### src/design/palette_remap_blit_assert.svh
// Assertion macros used by the palette remap blitter top level.
`ifndef PALETTE_REMAP_BLIT_ASSERT_SVH
`define PALETTE_REMAP_BLIT_ASSERT_SVH

// Condition must hold in the same cycle as the trigger.
`define PRB_ASSERT_NOW(label, clk, rst_n, ante, cons) \
    label: assert property (@(posedge clk) disable iff (!rst_n) (ante) |-> (cons)) \
        else $error("palette remap: same-cycle check failed");

// Condition must hold in the cycle after the trigger.
`define PRB_ASSERT_NEXT(label, clk, rst_n, ante, cons) \
    label: assert property (@(posedge clk) disable iff (!rst_n) (ante) |=> (cons)) \
        else $error("palette remap: next-cycle check failed");

`endif

### src/design/prb_pkg.sv
// Types, constants and helper functions for the palette remap blitter.
`default_nettype none

package prb_pkg;

    localparam int DEF_PALETTE_SIZE = 256;
    localparam int TABLE_DEPTH      = 256;
    localparam int IDX_FIELD_W      = 8;
    localparam int COLOUR_W         = 24;
    localparam int DIST_W           = 18;

    localparam int QUEUE_DEPTH = 2;
    localparam int QPTR_W      = 1;
    localparam int QCNT_W      = 2;

    // request type codes on the input port
    localparam logic [1:0] REQ_SRC_WR = 2'd0;
    localparam logic [1:0] REQ_DST_WR = 2'd1;
    localparam logic [1:0] REQ_PIXEL  = 2'd2;

    typedef enum logic [1:0] {
        CMD_SRC_WR,
        CMD_DST_WR,
        CMD_PIXEL
    } cmd_kind_t;

    typedef struct packed {
        cmd_kind_t                kind;
        logic [IDX_FIELD_W-1:0]   idx;
        logic [COLOUR_W-1:0]      colour;
        logic                     start;
    } cmd_t;

    typedef struct packed {
        logic full;
        logic empty;
    } qstat_t;

    typedef enum logic [1:0] {
        ST_IDLE,
        ST_LOOKUP,
        ST_SEARCH,
        ST_EMIT
    } back_state_t;

    // squared RGB distance between two packed colours
    function automatic logic [DIST_W-1:0] rgb_dist(input logic [COLOUR_W-1:0] p,
                                                   input logic [COLOUR_W-1:0] q);
        logic [7:0]  dr;
        logic [7:0]  dg;
        logic [7:0]  db;
        logic [15:0] sr;
        logic [15:0] sg;
        logic [15:0] sb;
        dr = (p[23:16] > q[23:16]) ? (p[23:16] - q[23:16]) : (q[23:16] - p[23:16]);
        dg = (p[15:8] > q[15:8]) ? (p[15:8] - q[15:8]) : (q[15:8] - p[15:8]);
        db = (p[7:0] > q[7:0]) ? (p[7:0] - q[7:0]) : (q[7:0] - p[7:0]);
        sr = {8'd0, dr} * {8'd0, dr};
        sg = {8'd0, dg} * {8'd0, dg};
        sb = {8'd0, db} * {8'd0, db};
        return DIST_W'(sr) + DIST_W'(sg) + DIST_W'(sb);
    endfunction

endpackage

`default_nettype wire

### src/design/prb_front.sv
// Front end: takes requests, classifies them and drops those with no effect.
`default_nettype none

module prb_front import prb_pkg::*; #(
    parameter int PALETTE_SIZE = DEF_PALETTE_SIZE
) (
    input  wire logic                   push,
    output logic                        full,
    input  wire logic [1:0]             req_type,
    input  wire logic [IDX_FIELD_W-1:0] entry_index,
    input  wire logic [7:0]             red,
    input  wire logic [7:0]             green,
    input  wire logic [7:0]             blue,
    input  wire logic [IDX_FIELD_W-1:0] source_index,
    input  wire logic                   blit_start,
    input  wire qstat_t                 qstat,
    output logic                        q_push,
    output cmd_t                        q_cmd
);

    localparam logic [IDX_FIELD_W:0] PAL_LIMIT = PALETTE_SIZE[IDX_FIELD_W:0];

    logic entry_ok;
    logic keep;

    assign entry_ok = {1'b0, entry_index} < PAL_LIMIT;

    always_comb
    begin
        q_cmd.colour = {red, green, blue};
        q_cmd.start  = blit_start;
        q_cmd.idx    = entry_index;
        q_cmd.kind   = CMD_PIXEL;
        keep         = 1'b0;
        case (req_type)
            REQ_SRC_WR:
            begin
                q_cmd.kind = CMD_SRC_WR;
                keep       = entry_ok;
            end
            REQ_DST_WR:
            begin
                q_cmd.kind = CMD_DST_WR;
                keep       = entry_ok;
            end
            REQ_PIXEL:
            begin
                q_cmd.kind = CMD_PIXEL;
                q_cmd.idx  = source_index;
                keep       = 1'b1;
            end
            default:
            begin
                keep = 1'b0;
            end
        endcase
    end

    // dropped requests are still taken, they just never reach the queue
    assign full   = qstat.full;
    assign q_push = push && !qstat.full && keep;

endmodule

`default_nettype wire

### config.mk
export PLATFORM = sky130hd
export DESIGN_NAME = prb_front
export DESIGN_NICKNAME = d
export VERILOG_FILES = /design/src/design/palette_remap_blit_assert.svh /design/src/design/prb_pkg.sv /design/src/design/prb_front.sv
export SDC_FILE = /design/constraint.sdc
export NUM_CORES = 1
export LEC_CHECK = 0
export ABC_CLOCK_PERIOD_IN_PS = 1200
export CORE_AREA = 3 3 40 42
export DETAILED_ROUTE_END_ITERATION = 10
export DIE_AREA = 0 0 43 45
export DONT_BUFFER_PORTS = 1
export SLEW_MARGIN = 20
export SYNTH_ARGS = -nofsm -noshare
export SYNTH_HDL_FRONTEND = slang
export SYNTH_SLANG_ARGS = --single-unit
### constraint.sdc
create_clock -name vclk -period 1.2
set_input_delay 0.24 -clock vclk [all_inputs]
set_output_delay 0.24 -clock vclk [all_outputs]
set_load 0.005 [all_outputs]
==> metrics.md <==
| Metric | Value |
|---|---|
| Register area share after synthesis | `0%` |
| Most instantiated cells after synthesis | `26 x buf_4, 8 x mux2_4` |
| Total power | `0.06397 mW` |
| PwrDens | `332.0 nW/um^2` |
| Top Usage Layer GRT | `met2` |
| Drt pass-1 iters | `2` |
| Clock buffers | `0` |
| Rel. slew slack | `82.62%` |
| Initial DRC Count | `1` |
| Worst stage delay on the critical path | `0.31 ns` |
| Met2 Use GR | `6.886%` |
| Worst Path Arrival | `0.82 ns` |
| Status | `finished, final reports clean` |
| Initial antenna violation count | `0` |
| Crit-path cells | `nor2b_4 -> buf_12 -> mux2_4` |
| Fillcell total | `145` |
| Die ar. | `1935 sq um` |
| Number of I/O pins | `83` |
| Total gr overflow | `0` |
| Synth Cell Area | `364.1 sq um` |
| Hold_sp | `green[5]` |
| GRT Overall Usage | `3.814%` |
| Routed wire per std cell | `17.75 um` |
| Final min period | `1.063 ns` |
| Cell Rows | `13` |
| Gpl congestion | `0.4616` |
| Layout cells sized above 1 | `84.62%` |
| DR DRC count | `0` |
| Postcts setup bufs | `0` |
| TNS Setup | `0 ns` |
| Static Leak | `0.08720 nW` |
| Core area | `1285 sq um` |
| CP Capture Type | `output pin` |
| Initial Util | `28.33%` |
| Post-route worst setup slack | `0.1368 ns` |
| Fin. Hold Viols | `0` |
| Vias in the first global route | `126` |
| Via count | `138` |
| Critical Path Slowest Stage Cell | `mux2_4` |
| Top-count cell post-synth | `buf_4` |
| Setup CP Type | `primary input to output pin` |
| Placed cell area | `192.7 sq um` |
| Fmax | `0.9405 GHz` |
| Yosys Warn Count | `0` |
| Nets | `61` |
| Gate Count Post-Synth | `40` |
| Final Cell Area | `192.7 sq um` |
| Dominant cells by area after synthesis | `buf_4 54%, mux2_4 33%, nor2b_4 3.8%` |
| Finish-stage setup viols | `0` |
| Number of I/O port buffers | `0` |
| Crit path launch type | `primary input` |
| Synth cell types | `8` |
| Die X | `43 um` |
| Post-synth top area share | `53.61%` |
| Syn nets | `86` |
| Routed wire length | `497 um` |
| Max-cap check violation count | `0` |
| Met3 global-route usage | `1.594%` |
| Multi-input logic area | `150.1 sq um` |
| Hold Buf Count CTS | `0` |
| Hold-critical path depth | `0` |
| CP top delay family | `multiplexers` |
| First-pass GRT wire length | `607 um` |
| Hold Crit Class | `primary input to output pin` |
| RSZ-0062 raised after global routing | `false` |
| Cell taking the most area after synthesis | `buf_4` |
| Register area | `0 sq um` |
| Place WS | `0.1306 ns` |
| Buffers & Inverters on Critical Path | `1` |
| Post-synthesis area per instance | `9.102 sq um` |
| Post-DP HPWL | `444.3 um` |
| Seq_cells | `0` |
| Die H | `45 um` |
| Worst-path maximum fanout | `8` |
| Slew @ Worst Pin | `0.2591 ns` |
| GR Layer Usage met1 | `3.333%` |
| Detail Route Antenna Nets | `0` |
| Largest net degree at the start of global routing | `9` |
| Ant. Diodes | `0` |
| Worst setup path start | `req_type[1]` |
| VDD IR max | `0.08779 mV` |
| Layout area overhead | `-47.08%` |
| Period utilization | `88.60%` |
| Crit path depth | `3` |
| Slew Limit Fails | `0` |
| # resized after CTS | `0` |
| Vias per cell | `4.929` |
| Capture point of the critical path | `q_cmd[31]` |
| Data required time of the worst path | `0.96 ns` |
[cell usage in the layout (no fill, tap or decap)]
master	n
a211oi_1	1
buf_12	1
mux2_4	8
inv_1	1
and2b_2	1
nor2b_4	1
[metrics by stage]
stage,hold WS [ns],util [%],instances
2_1_floorplan,0.5099,-,40
6_report,0.4800,15.00,28
5_1_grt,0.4800,15.00,28
4_1_cts,0.4800,15.00,28
3_3_place_gp,0.4800,15.00,28
3_5_place_dp,0.4800,15.00,28
[cells by family (layout without fill, tap and decap cells)]
kind of cell / Yosys count / in the layout / synth area share [%]
and+or+nand+nor: 2 / 2 / 6.185
muxes: 8 / 8 / 32.99
AOI/OAI and AO/OA: 1 / 1 / 2.063
buffers and inverters: 29 / 2 / 58.76
[how the worst min path moves through the flow]
| stage | to | slack, ns |
|---|---|---|
| 2_1_floorplan | q_push | 0.51 |
| 3_3_place_gp | q_cmd[11] | 0.48 |
| 3_5_place_dp | q_cmd[11] | 0.48 |
| 4_1_cts | q_cmd[11] | 0.48 |
| 5_1_grt | q_cmd[9] | 0.48 |
| 6_report | q_cmd[14] | 0.48 |
[metal layers]
metal  up-vias  wire (um)
li1         47          -
met4         0         10
met3         6        112
met1        64        117
met5         -          0
met2        21        257
[cell type report]
cell class,instances,area share (%)
Multi-Input combinational cell,11,77.92
Timing Repair Buffer,1,10.39
Inverter,1,1.948
Tap cell,15,9.740
[where the power goes]
part	internal [mW]	switching [mW]
clock	0	0
combinational	0.0435	0.0204
sequential	0	0
total	0.0435	0.0204
No activity file was read; power rests on OpenSTA's default activity.
