`config.mk`:
```
export PLATFORM = sky130hd
export DESIGN_NAME = prb_queue
export DESIGN_NICKNAME = d
export VERILOG_FILES = /design/src/design/palette_remap_blit_assert.svh /design/src/design/prb_pkg.sv /design/src/design/prb_queue.sv
export SDC_FILE = /design/constraint.sdc
export NUM_CORES = 1
export LEC_CHECK = 0
export ABC_CLOCK_PERIOD_IN_PS = 3900
export BUFFER_PORTS_ARGS = -buffer_cell sky130_fd_sc_hd__buf_2
export CELL_PAD_IN_SITES_DETAIL_PLACEMENT = 1
export CELL_PAD_IN_SITES_GLOBAL_PLACEMENT = 1
export CORE_UTILIZATION = 42
export CTS_CLUSTER_SIZE = 25
export DETAILED_ROUTE_END_ITERATION = 16
export PLACE_DENSITY_LB_ADDON = 0.2
export SETUP_SLACK_MARGIN = 0.2
export SKIP_LAST_GASP = 1
export SLEW_MARGIN = 20
export SYNTH_ARGS = -nofsm -noshare
export SYNTH_HDL_FRONTEND = slang
export SYNTH_SLANG_ARGS = --single-unit
```
`constraint.sdc`:
```
create_clock -name clk -period 3.9 [get_ports clk]
set_input_delay 0.195 -clock clk [delete_from_list [all_inputs] [get_ports clk]]
set_output_delay 0.195 -clock clk [all_outputs]
set_load 0.02 [all_outputs]
```
`src/design/palette_remap_blit_assert.svh`:
```
// Assertion macros used by the palette remap blitter top level.
`ifndef PALETTE_REMAP_BLIT_ASSERT_SVH
`define PALETTE_REMAP_BLIT_ASSERT_SVH

// Condition must hold in the same cycle as the trigger.
`define PRB_ASSERT_NOW(label, clk, rst_n, ante, cons) \
    label: assert property (@(posedge clk) disable iff (!rst_n) (ante) |-> (cons)) \
        else $error("palette remap: same-cycle check failed");

// Condition must hold in the cycle after the trigger.
`define PRB_ASSERT_NEXT(label, clk, rst_n, ante, cons) \
    label: assert property (@(posedge clk) disable iff (!rst_n) (ante) |=> (cons)) \
        else $error("palette remap: next-cycle check failed");

`endif

```
`src/design/prb_pkg.sv`:
```
// Types, constants and helper functions for the palette remap blitter.
`default_nettype none

package prb_pkg;

    localparam int DEF_PALETTE_SIZE = 256;
    localparam int TABLE_DEPTH      = 256;
    localparam int IDX_FIELD_W      = 8;
    localparam int COLOUR_W         = 24;
    localparam int DIST_W           = 18;

    localparam int QUEUE_DEPTH = 2;
    localparam int QPTR_W      = 1;
    localparam int QCNT_W      = 2;

    // request type codes on the input port
    localparam logic [1:0] REQ_SRC_WR = 2'd0;
    localparam logic [1:0] REQ_DST_WR = 2'd1;
    localparam logic [1:0] REQ_PIXEL  = 2'd2;

    typedef enum logic [1:0] {
        CMD_SRC_WR,
        CMD_DST_WR,
        CMD_PIXEL
    } cmd_kind_t;

    typedef struct packed {
        cmd_kind_t                kind;
        logic [IDX_FIELD_W-1:0]   idx;
        logic [COLOUR_W-1:0]      colour;
        logic                     start;
    } cmd_t;

    typedef struct packed {
        logic full;
        logic empty;
    } qstat_t;

    typedef enum logic [1:0] {
        ST_IDLE,
        ST_LOOKUP,
        ST_SEARCH,
        ST_EMIT
    } back_state_t;

    // squared RGB distance between two packed colours
    function automatic logic [DIST_W-1:0] rgb_dist(input logic [COLOUR_W-1:0] p,
                                                   input logic [COLOUR_W-1:0] q);
        logic [7:0]  dr;
        logic [7:0]  dg;
        logic [7:0]  db;
        logic [15:0] sr;
        logic [15:0] sg;
        logic [15:0] sb;
        dr = (p[23:16] > q[23:16]) ? (p[23:16] - q[23:16]) : (q[23:16] - p[23:16]);
        dg = (p[15:8] > q[15:8]) ? (p[15:8] - q[15:8]) : (q[15:8] - p[15:8]);
        db = (p[7:0] > q[7:0]) ? (p[7:0] - q[7:0]) : (q[7:0] - p[7:0]);
        sr = {8'd0, dr} * {8'd0, dr};
        sg = {8'd0, dg} * {8'd0, dg};
        sb = {8'd0, db} * {8'd0, db};
        return DIST_W'(sr) + DIST_W'(sg) + DIST_W'(sb);
    endfunction

endpackage

`default_nettype wire

```
`src/design/prb_queue.sv`:
```
// Short command queue between the front end and the back end.
`default_nettype none

module prb_queue import prb_pkg::*; (
    input  wire logic clk,
    input  wire logic rst_n,
    input  wire logic q_push,
    input  wire cmd_t q_cmd_in,
    input  wire logic q_pop,
    output cmd_t      q_cmd_out,
    output qstat_t    qstat
);

    cmd_t              slot_reg [QUEUE_DEPTH];
    logic [QPTR_W-1:0] wr_ptr_reg;
    logic [QPTR_W-1:0] rd_ptr_reg;
    logic [QCNT_W-1:0] count_reg;

    always_ff @(posedge clk or negedge rst_n)
    begin
        if (!rst_n)
        begin
            wr_ptr_reg <= '0;
            rd_ptr_reg <= '0;
            count_reg  <= '0;
        end
        else
        begin
            if (q_push)
                wr_ptr_reg <= wr_ptr_reg + QPTR_W'(1);
            if (q_pop)
                rd_ptr_reg <= rd_ptr_reg + QPTR_W'(1);
            if (q_push && !q_pop)
                count_reg <= count_reg + QCNT_W'(1);
            else if (q_pop && !q_push)
                count_reg <= count_reg - QCNT_W'(1);
        end
    end

    always_ff @(posedge clk)
    begin
        if (q_push)
            slot_reg[wr_ptr_reg] <= q_cmd_in;
    end

    assign q_cmd_out   = slot_reg[rd_ptr_reg];
    assign qstat.full  = count_reg == QCNT_W'(QUEUE_DEPTH);
    assign qstat.empty = count_reg == '0;

endmodule

`default_nettype wire

```
==> metrics.md, run 1 <==
| Metric | Value |
|---|---|
| Run status | complete, but fails checks |
| Failing checks | DRC |
| Max-Cap Viols | 0 |
| Gr ovfl total | 0 |
| Routed wire length per instance | 16.4 microns |
| Post-cts sizing count | 0 |
| Crit path max fanout | 36 |
| Core ar. | 6460 sq um |
| Io pins | 76 |
| Clock sink count | 74 |
| Post-Synthesis Cells | 125 |
| H-tree lvl count | 3 |
| CP startpoint kind | flop |
| Slew HR | 31.0% |
| Row count | 29 |
| Setup TNS | 0 ns |
| Post-detail-place hpwl | 3050 microns |
| RSZ-0062 raised after global routing | false |
| TritonCTS clock tree | done |
| Synth Flop Type | edfxtp_1 |
| Syn Area/Cell | 22.9 sq um |
| Final Cycle Share | 49.9% |
| Number of global-route vias before repair | 1624 |
| Initial antenna violation count | 0 |
| Max Root-Sink Buffers | 2 |
| Fmax | 514 MHz |
| Buffers on Ports | 75 |
| Endpoint class of the critical path | output pin |
| Post-DRT Antenna Nets | 0 |
| P&R area growth vs syn | 20.9% |
| CTS root buf | clkbuf_8 |
| Starting density of the core | 44.3% |
| Remaining DRCs | 7 |
| Synthesized area | 2860 sq um |
| Die area | 7150 sq um |
| Clock-pin slew on the worst setup and hold paths | approximately 0.070 ns |
| FF-to-FF Start | wr_ptr_reg |
| Global-route wire length before repair | 7680 microns |
| EDFF count, synth | 70 |
| Final Skew | just under 0.006 ns |
| # diodes | 0 |
| Final setup viols | 0 |
| Sequential share of the synthesized area | between 70% and 80% |
| Initial DRC count | 67 |
| Post-Syn Nets | between 150 and 200 |
| Max-slew violation count | 0 |
| DR pass1 iterations | 13 |
| Hold path start | q_cmd_in[3] |
| Worst Path Required | 3.70 ns |
| Maximum VDD drop | between 0.0005 and 0.0006 V |
| Asr flop ratio synth | 5.41% |
| GRT Total Usage | 14.6% |
| Routability cong. | 0.694 |
| Crit path launch | rd_ptr_reg |
| Die Width | 84.6 microns |
| Crit path kind | flop to output pin |
| Count of yosys warnings during synthesis | 0 |
| Vias per std cell | between 4 and 5 |
| CTS Hold Bufs | 1 |
| Final Hold Vio Count | 0 |
| Netlist cell types | 13 |
| Total CTS buffers | 9 |
| Hold WS | approximately 0.054 ns |
| Routed WL | 4740 microns |
| Arrival @ worst endpoint | around 1.8 ns |
| Pin count of the biggest net entering global routing | 37 |
| Final Critical Period | 1.95 ns |
| Share of post-route cells with drive strength above 1 | about three fifths |
| Final nets | 248 |
| Pwr per Cell Area | 735 nW/um^2 |
| LEAKAGE | 1.41 nW |
| #FFs+latches synth | 74 |
| HP Class | input port to flop |
| Routed vias | between 1000 and 1500 |
| Slew at the pin closest to its max-slew limit | 1.03 ns |
| Worst skew pair latency | 0.33 ns |
| Die height | between 80 and 90 microns |
| Post-CTS Setup Bufs | 0 |
| Max reg flops | 70 |
## worst max-delay path, stage by stage (launching register included)
cell	delay, ns
dfrtp_4	0.86
mux2_2	0.40
buf_2	0.16
## stage by stage
stage	utilization [%]	instance area, sq um	worst slack [ns]	cells	power (mW)
2_1_floorplan	-	2860	1.50	125	1.86
3_3_place_gp	50.7	3270	2.05	273	2.02
4_1_cts	53.5	3460	1.63	289	2.60
6_report	53.6	3460	1.95	289	2.55
3_5_place_dp	50.7	3270	2.00	273	2.06
5_1_grt	53.6	3460	1.86	289	2.68
## placed cells by master (no fill, tap or decap), types with 2 or more instances in the layout
cell type  count
buf_2         75
clkbuf_1       2
clkbuf_8       9
clkinv_2       2
dfrtp_1        3
edfxtp_1      70
mux2_2         6
mux2_4        29
nor2_1         2
xor2_1         4
## power by group
part	leakage (nW)	switching [mW]	total, mW	internal (mW)
registers	0.703	0.150	1.21	1.06
clock network	0.0906	0.247	0.535	0.288
logic	0.613	0.407	0.796	0.389
## layer usage
metal	up-vias	wire, microns	track usage [%]
met3	8	326	5.21
met2	49	2530	26.3
met1	644	1800	14.7
met5	-	0	0
met4	0	77	8.01
li1	646	-	-
## cell type report
class	count	area (sq um)
clock buffers	11	131
clock inverters	4	43.8
fillers	614	3000
inverters	1	3.75
multi-input cells	46	594
flip-flops and latches	74	2210
well taps	77	96.3
repair buffers	76	385
## kinds of logic (layout without fill, tap and decap cells)
kind of cell	Yosys count	after routing	synth area share [%]
flops	74	74	76.9
mux	35	35	17.6
xor+xnor	5	5	1.53
fa+ha+maj	1	1	0.437
simple gates	5	5	0.918
buf+inv	5	92	2.62
## cell usage after synthesis, types with 2 or more instances
master | n | share of area (%)
dfrtp_1 | 4 | 3.5
xor2_1 | 4 | 1.2
mux2_2 | 6 | 2.4
mux2_4 | 29 | 15
buf_12 | 3 | 2.1
edfxtp_1 | 70 | 73
nor2b_1 | 2 | 0.44
nor2_1 | 2 | 0.26
## final timing paths
path	cells after the start	to	slack (ns)
worst min register to register	1	count_reg[1]	0.50
worst max register to register	1	slot_reg[0][29]	2.26
worst min-delay path	1	slot_reg[0][3]	0.05
max in group asynchronous	2	rd_ptr_reg	3.55
worst max-delay path	2	q_cmd_out[18]	1.95
min in group asynchronous	2	count_reg[1]	0.21
No activity file was read; power rests on OpenSTA's default activity.
==> run 2, diff against run 1 <==
- ABC_AREA: default -> 1
- ABC_CLOCK_PERIOD_IN_PS: 3900 -> 1600
- CORE_UTILIZATION: 42 -> 39
- clock period: 3.9 -> 1.6 ns (I/O delays scaled with it)
==> run 2 against run 1 <==
Against the previous run: the run now ends clean; global-route usage grew 0.58 points; via count increased by 21%; sequential share of layout area decreased by 13 points; critical path type unchanged; critical endpoint is now q_cmd_out[29]; largest cell class unchanged.
==> metrics.md, run 2 <==
| Metric | Value |
|---|---|
| Run status | finished clean |
| Gr ovfl total | 0 |
| Fin worst setup slack | approximately 0.033 ns |
| Setup WS pre-CTS | ~0.26 ns |
| CTS root buf | clkbuf_8 |
| Initial antenna violation count | 0 |
| Worst Path Required | 1.52 ns |
| Crit path max fanout | 7 |
| Die area | 7740 sq um |
| Starting density of the core | between 40% and 50% |
| Global-route wire length before repair | 8340 microns |
| Switching Share | about 29% |
| EDFF count, synth | 70 |
| Arrival @ worst endpoint | 1.49 ns |
| Vias per std cell | roughly 4.4 |
| Fmax | 638 MHz |
| Die Width | 88.0 microns |
| Final Total Pwr | ~7.7 mW |
| Final setup viols | 0 |
| Number of global-route vias before repair | 1775 |
| HP Class | input port to asynchronous set/reset pin |
| Max-Cap Viols | 0 |
| Count of yosys warnings during synthesis | 0 |
| Synthesized area | 2880 sq um |
| Post-Synthesis Cells | around 130 |
| Buffers on Ports | 75 |
| RSZ-0062 raised after global routing | true |
| LEAKAGE | around 1.8 nW |
| Yosys top cell by area | edfxtp_1 |
| TritonCTS clock tree | done |
| Initial DRC count | 68 |
| Routed WL | 5790 microns |
| Post-Syn Nets | 174 |
| Share of post-route cells with drive strength above 1 | 51.3% |
| Top cells by area, synth | edfxtp_1 (73%), mux2_4 (15%), dfrtp_1 (3.5%) |
| Hold WS | 0.105 ns |
| Final Skew | 0.00853 ns |
| Io pins | 76 |
| Netlist cell types | 14 |
| Most numerous cell in the Yosys netlist | edfxtp_1 |
| Die height | 88.0 microns |
| Synth Flop Type | edfxtp_1 |
| Slowest stage cell on the critical path | dfrtp_2 |
| Critical path, cell by cell | buf_12, clkbuf_16, mux2_4, buf_6 |
| Clock sink count | 74 |
| Final Hold Vio Count | 0 |
| H-tree lvl count | 3 |
| DR pass1 iterations | 4 |
| Post-DRT Antenna Nets | 0 |
| Syn Area/Cell | ~22 sq um |
| Final Cycle Share | 97.9% |
| Final nets | around 300 |
| Worst skew pair latency | about 0.32 ns |
| Max Root-Sink Buffers | 2 |
| Row count | 30 |
| # diodes | 0 |
| Pin count of the biggest net entering global routing | 24 |
| Setup TNS | 0 ns |
| CP startpoint kind | flop |
| Filler instances | around 650 |
| GRT Total Usage | 15.2% |
| Routability cong. | about 0.66 |
| Routed vias | 1625 |
| Pwr per Cell Area | approximately 1800 nW/um^2 |
| Core ar. | between 6000 and 7000 sq um |
| Logic pwr share | 43.3% |
| Max reg flops | 70 |
| Asr flop ratio synth | ~5.4% |
| Final Critical Period | 1.57 ns |
| Crit path kind | flop to output pin |
| Max-slew violation count | 0 |
| Commonest cells after routing, fill and taps aside | edfxtp_1 (70), buf_2 (40), dlygate4sd3_1 (38) |
| Remaining DRCs | 0 |
| Clock-pin slew on the worst setup and hold paths | 0.07 ns |
| Commonest non-fill, non-tap cell in the layout | edfxtp_1 |
| Most frequent cells after synthesis | edfxtp_1 (70), mux2_4 (29), inv_1 (7), mux2_2 (6), nand2_1 (5) |
| Worst path max stage delay | 0.44 ns |
| Routed wire length per instance | 15.7 microns |
| Synth top area share | about 73% |
| P&R area growth vs syn | 51.7% |
| Maximum VDD drop | 0.000817 V |
| Internal power | 5.49 mW |
| Sequential power share | 35.3% |
| Slew HR | 78.8% |
| Slew at the pin closest to its max-slew limit | 0.318 ns |
| Post-detail-place hpwl | 3480 microns |
| #FFs+latches synth | 74 |
| Sequential share of the synthesized area | 76.4% |
| Endpoint class of the critical path | output pin |
| Clock network power share | about a fifth |
| Total CTS buffers | 9 |
| P_sw | 2.24 mW |
-- run 2: changes by cell type after synthesis, sizes merged --
cell   previous run  this run
xor2              4         2
nand4             0         1
and2              1         0
inv               1         7
nand3             0         1
nand2             0         5
nor2              2         3
nor2b             2         0
-- run 2: kinds of logic after synthesis --
logic type / share of synthesized area, %
xor+xnor: 0.912
flops: 76.4
fa+ha+maj: 0.434
buf+inv: 3.39
mux: 17.4
simple gates: 1.43
-- run 2: worst max-delay path: cells and delay by family (launching register included) --
| family | cells | cell delay, ns |
|---|---|---|
| flip-flops | 1 | 0.44 |
| buffers and inverters | 3 | 0.43 |
| multiplexers | 1 | 0.30 |
-- run 2: worst paths after layout --
kind | startpoint | to | slack (ns) | cells past startpoint
worst min-delay path | rst_n | count_reg[1] | 0.10 | 2
max in group asynchronous | rst_n | rd_ptr_reg | 1.36 | 2
worst max register to register | wr_ptr_reg | slot_reg[1][27] | 0.35 | 3
worst max-delay path | rd_ptr_reg | q_cmd_out[29] | 0.03 | 4
min in group clk | q_cmd_in[24] | slot_reg[0][24] | 0.48 | 2
worst min register to register | wr_ptr_reg | wr_ptr_reg | 0.55 | 1
-- run 2: power by group through the flow --
stage / combinational, mW / clock, mW / sequential [mW]
finish: 3.35 / 1.65 / 2.73
global route: 3.53 / 1.79 / 2.77
CTS: 2.66 / 1.69 / 2.76
detailed placement: 2.33 / 0 / 2.83
global placement: 2.28 / 0 / 2.79
floorplan: 1.83 / 0 / 2.71
-- run 2: metal layers --
metal  up-vias  part of all wire [%]  wire length (microns)  track usage, %
met1       800                    37                   2170            16.5
met4         0                   1.2                     70            6.26
met2        46                    58                   3350            28.3
met5         -                     0                      0               0
met3         7                   3.4                    198            3.49
li1        772                     -                      -               -
-- run 2: final cells by class --
cell class	count	area [sq um]	area share, %
repair buffers	127	1180	27.0
clock inverters	6	105	2.40
flip-flops and latches	74	2200	50.4
multi-input cells	49	606	13.8
inverters	7	30.0	0.687
well taps	96	120	2.75
clock buffers	10	128	2.92
-- run 2: timing repair --
action	CTS	global route
setup buffers	2	4
endpoints found under the hold margin	76	0
hold buffers	38	0
gates resized for setup	18	57
endpoints found under the setup margin	35	35
gates cloned	0	2
-- run 2: per-stage QoR --
| stage | utilization (%) | instances | cell area, sq um |
|---|---|---|---|
| final | 62.6 | 369 | 4370 |
| after global routing | 62.6 | 369 | 4370 |
| after CTS | 58.7 | 363 | 4100 |
| after detailed placement | 48.7 | 307 | 3400 |
| after global placement | 48.7 | 307 | 3400 |
| after floorplan | - | 134 | 2890 |
==> run 3, diff against run 2 <==
- CELL_PAD_IN_SITES_DETAIL_PLACEMENT: 1 -> default
- CELL_PAD_IN_SITES_GLOBAL_PLACEMENT: 1 -> default
- CORE_UTILIZATION: 39 -> 42
==> run 3 against run 2 <==
Against the previous run: the run now ends with DRC left; sequential power is essentially flat; power shrank 3.1%; routed wire length is 11% lower; register-to-register slack about the same; utilization rose by 3.4 points; worst hold slack got worse by 0.035 ns; sequential cell count unchanged; clock power fell by 7%; non-clock buffer count fell by 2; sequential share of layout area is 0.97 points higher.
==> metrics.md, run 3 (synthesis results as in run 2) <==
| Metric | Value |
|---|---|
| Fin worst setup slack | 0.0251 ns |
| Starting density of the core | 44.4% |
| Setup TNS | 0 ns |
| Maximum VDD drop | 0.000810 V |
| Post-Layout Cell Count | 348 |
| Commonest non-fill, non-tap cell in the layout | edfxtp_1 |
| Max-slew violation count | 0 |
| Filler instances | 472 |
| Number of global-route vias before repair | roughly 1700 |
| Routed WL | slightly above 5000 microns |
| Max Root-Sink Buffers | 2 |
| Endpoint class of the critical path | output pin |
| Area of the multi-input gates | between 500 and 600 sq um |
| Critical path, cell by cell | buf_12, clkbuf_16, mux2_4, buf_6 |
| Io pins | between 70 and 80 |
| Clock sink count | 74 |
| Final Total Pwr | ~7.5 mW |
| Total CTS buffers | 9 |
| Core ar. | 6490 sq um |
| Pwr per Cell Area | 1750 nW/um^2 |
| Remaining DRCs | 5 |
| Max reg flops | 70 |
| Post-detail-place hpwl | 3270 microns |
| LEAKAGE | between 1.5 and 2 nW |
| H-tree lvl count | 3 |
| Pin count of the biggest net entering global routing | 23 |
| Placed insts | around 290 |
| Gr ovfl total | 0 |
| RSZ-0062 raised after global routing | true |
| Setup WS pre-CTS | between 0.3 and 0.4 ns |
| CP startpoint kind | flop |
| Dpl cell area | 3370 sq um |
| Clock-pin slew on the worst setup and hold paths | 0.08 ns |
| Worst Path Required | 1.52 ns |
| Final Cycle Share | 98.4% |
| Initial DRC count | 75 |
| Routed vias | 1616 |
| P&R area growth vs syn | 48.8% |
| Final Critical Period | 1.57 ns |
| HP Class | input port to asynchronous set/reset pin |
| Slowest stage cell on the critical path | dfrtp_2 |
| Max-Cap Viols | 0 |
| Final nets | approximately 310 |
| Crit path kind | flop to output pin |
| Slew at the pin closest to its max-slew limit | just over 0.3 ns |
| TritonCTS clock tree | done |
| Routed wire length per instance | ~15 microns |
| GRT Total Usage | 14.5% |
| Crit path max fanout | 7 |
| Die height | ~85 microns |
| Initial antenna violation count | 0 |
| Row count | 29 |
| Worst skew pair latency | 0.33 ns |
| Slew HR | 79.6% |
| Arrival @ worst endpoint | ~1.5 ns |
| Final setup viols | 0 |
| Vias per std cell | 4.64 |
| Register Area | 2200 sq um |
| Failing checks | DRC |
| Final Hold Vio Count | 0 |
| Fmax | 635 MHz |
| Routability cong. | 0.658 |
| Final Skew | 0.00795 ns |
| Worst path max stage delay | between 0.4 and 0.5 ns |
| Die area | 7200 sq um |
| Buf/Inv on CP | 3 |
| Buffers on Ports | 75 |
| Hold WS | 0.0700 ns |
| Run status | complete, but fails checks |
| Commonest cells after routing, fill and taps aside | edfxtp_1 (70), buf_2 (41), dlygate4sd3_1 (38) |
| CTS root buf | clkbuf_8 |
| Global-route wire length before repair | 7730 microns |
| Share of post-route cells with drive strength above 1 | 51.3% |
| # diodes | 0 |
| Fin util | 66.1% |
| DR pass1 iterations | 12 |
| Die Width | roughly 85 microns |
| Finished Cell Area | 4290 sq um |
| Post-DRT Antenna Nets | 0 |
| Largest delay share family, worst path | buffers and inverters |
-- run 3: worst paths after layout --
path                               from              end  slack [ns]  depth (start not counted)
setup reg to reg             wr_ptr_reg  slot_reg[1][34]        0.34                          3
min in group clk           q_cmd_in[28]  slot_reg[1][28]        0.47                          2
setup / recovery             rd_ptr_reg    q_cmd_out[14]        0.03                          4
max in group asynchronous         rst_n       rd_ptr_reg        1.39                          2
hold / removal                    rst_n       wr_ptr_reg        0.07                          2
hold reg to reg            count_reg[1]     count_reg[1]        0.54                          2
-- run 3: routing by layer --
layer	vias to the layer above	track usage (%)	wire, microns
li1	780	-	-
met1	777	15.7	2180
met2	53	26.3	2710
met3	6	5.16	246
met4	0	5.08	38
met5	-	0	0
-- run 3: power by group --
| part | switching, mW | total [mW] | internal (mW) |
|---|---|---|---|
| registers | 0.137 | 2.71 | 2.58 |
| clock network | 0.655 | 1.54 | 0.884 |
| logic | 1.44 | 3.24 | 1.80 |
-- run 3: timing repair --
action | CTS | global route
cloned | 0 | 4
hold endpoints to repair | 76 | 0
setup buffers | 0 | 2
setup endpoints to repair | 35 | 35
hold buffers | 38 | 0
gates resized for setup | 0 | 68
-- run 3: layout make-up --
type	count	share of cell area, %
multi-input cells	49	13.8
repair buffers	125	26.9
well taps	77	2.25
clock inverters	6	2.10
clock buffers	10	2.97
inverters	7	0.700
flip-flops and latches	74	51.4
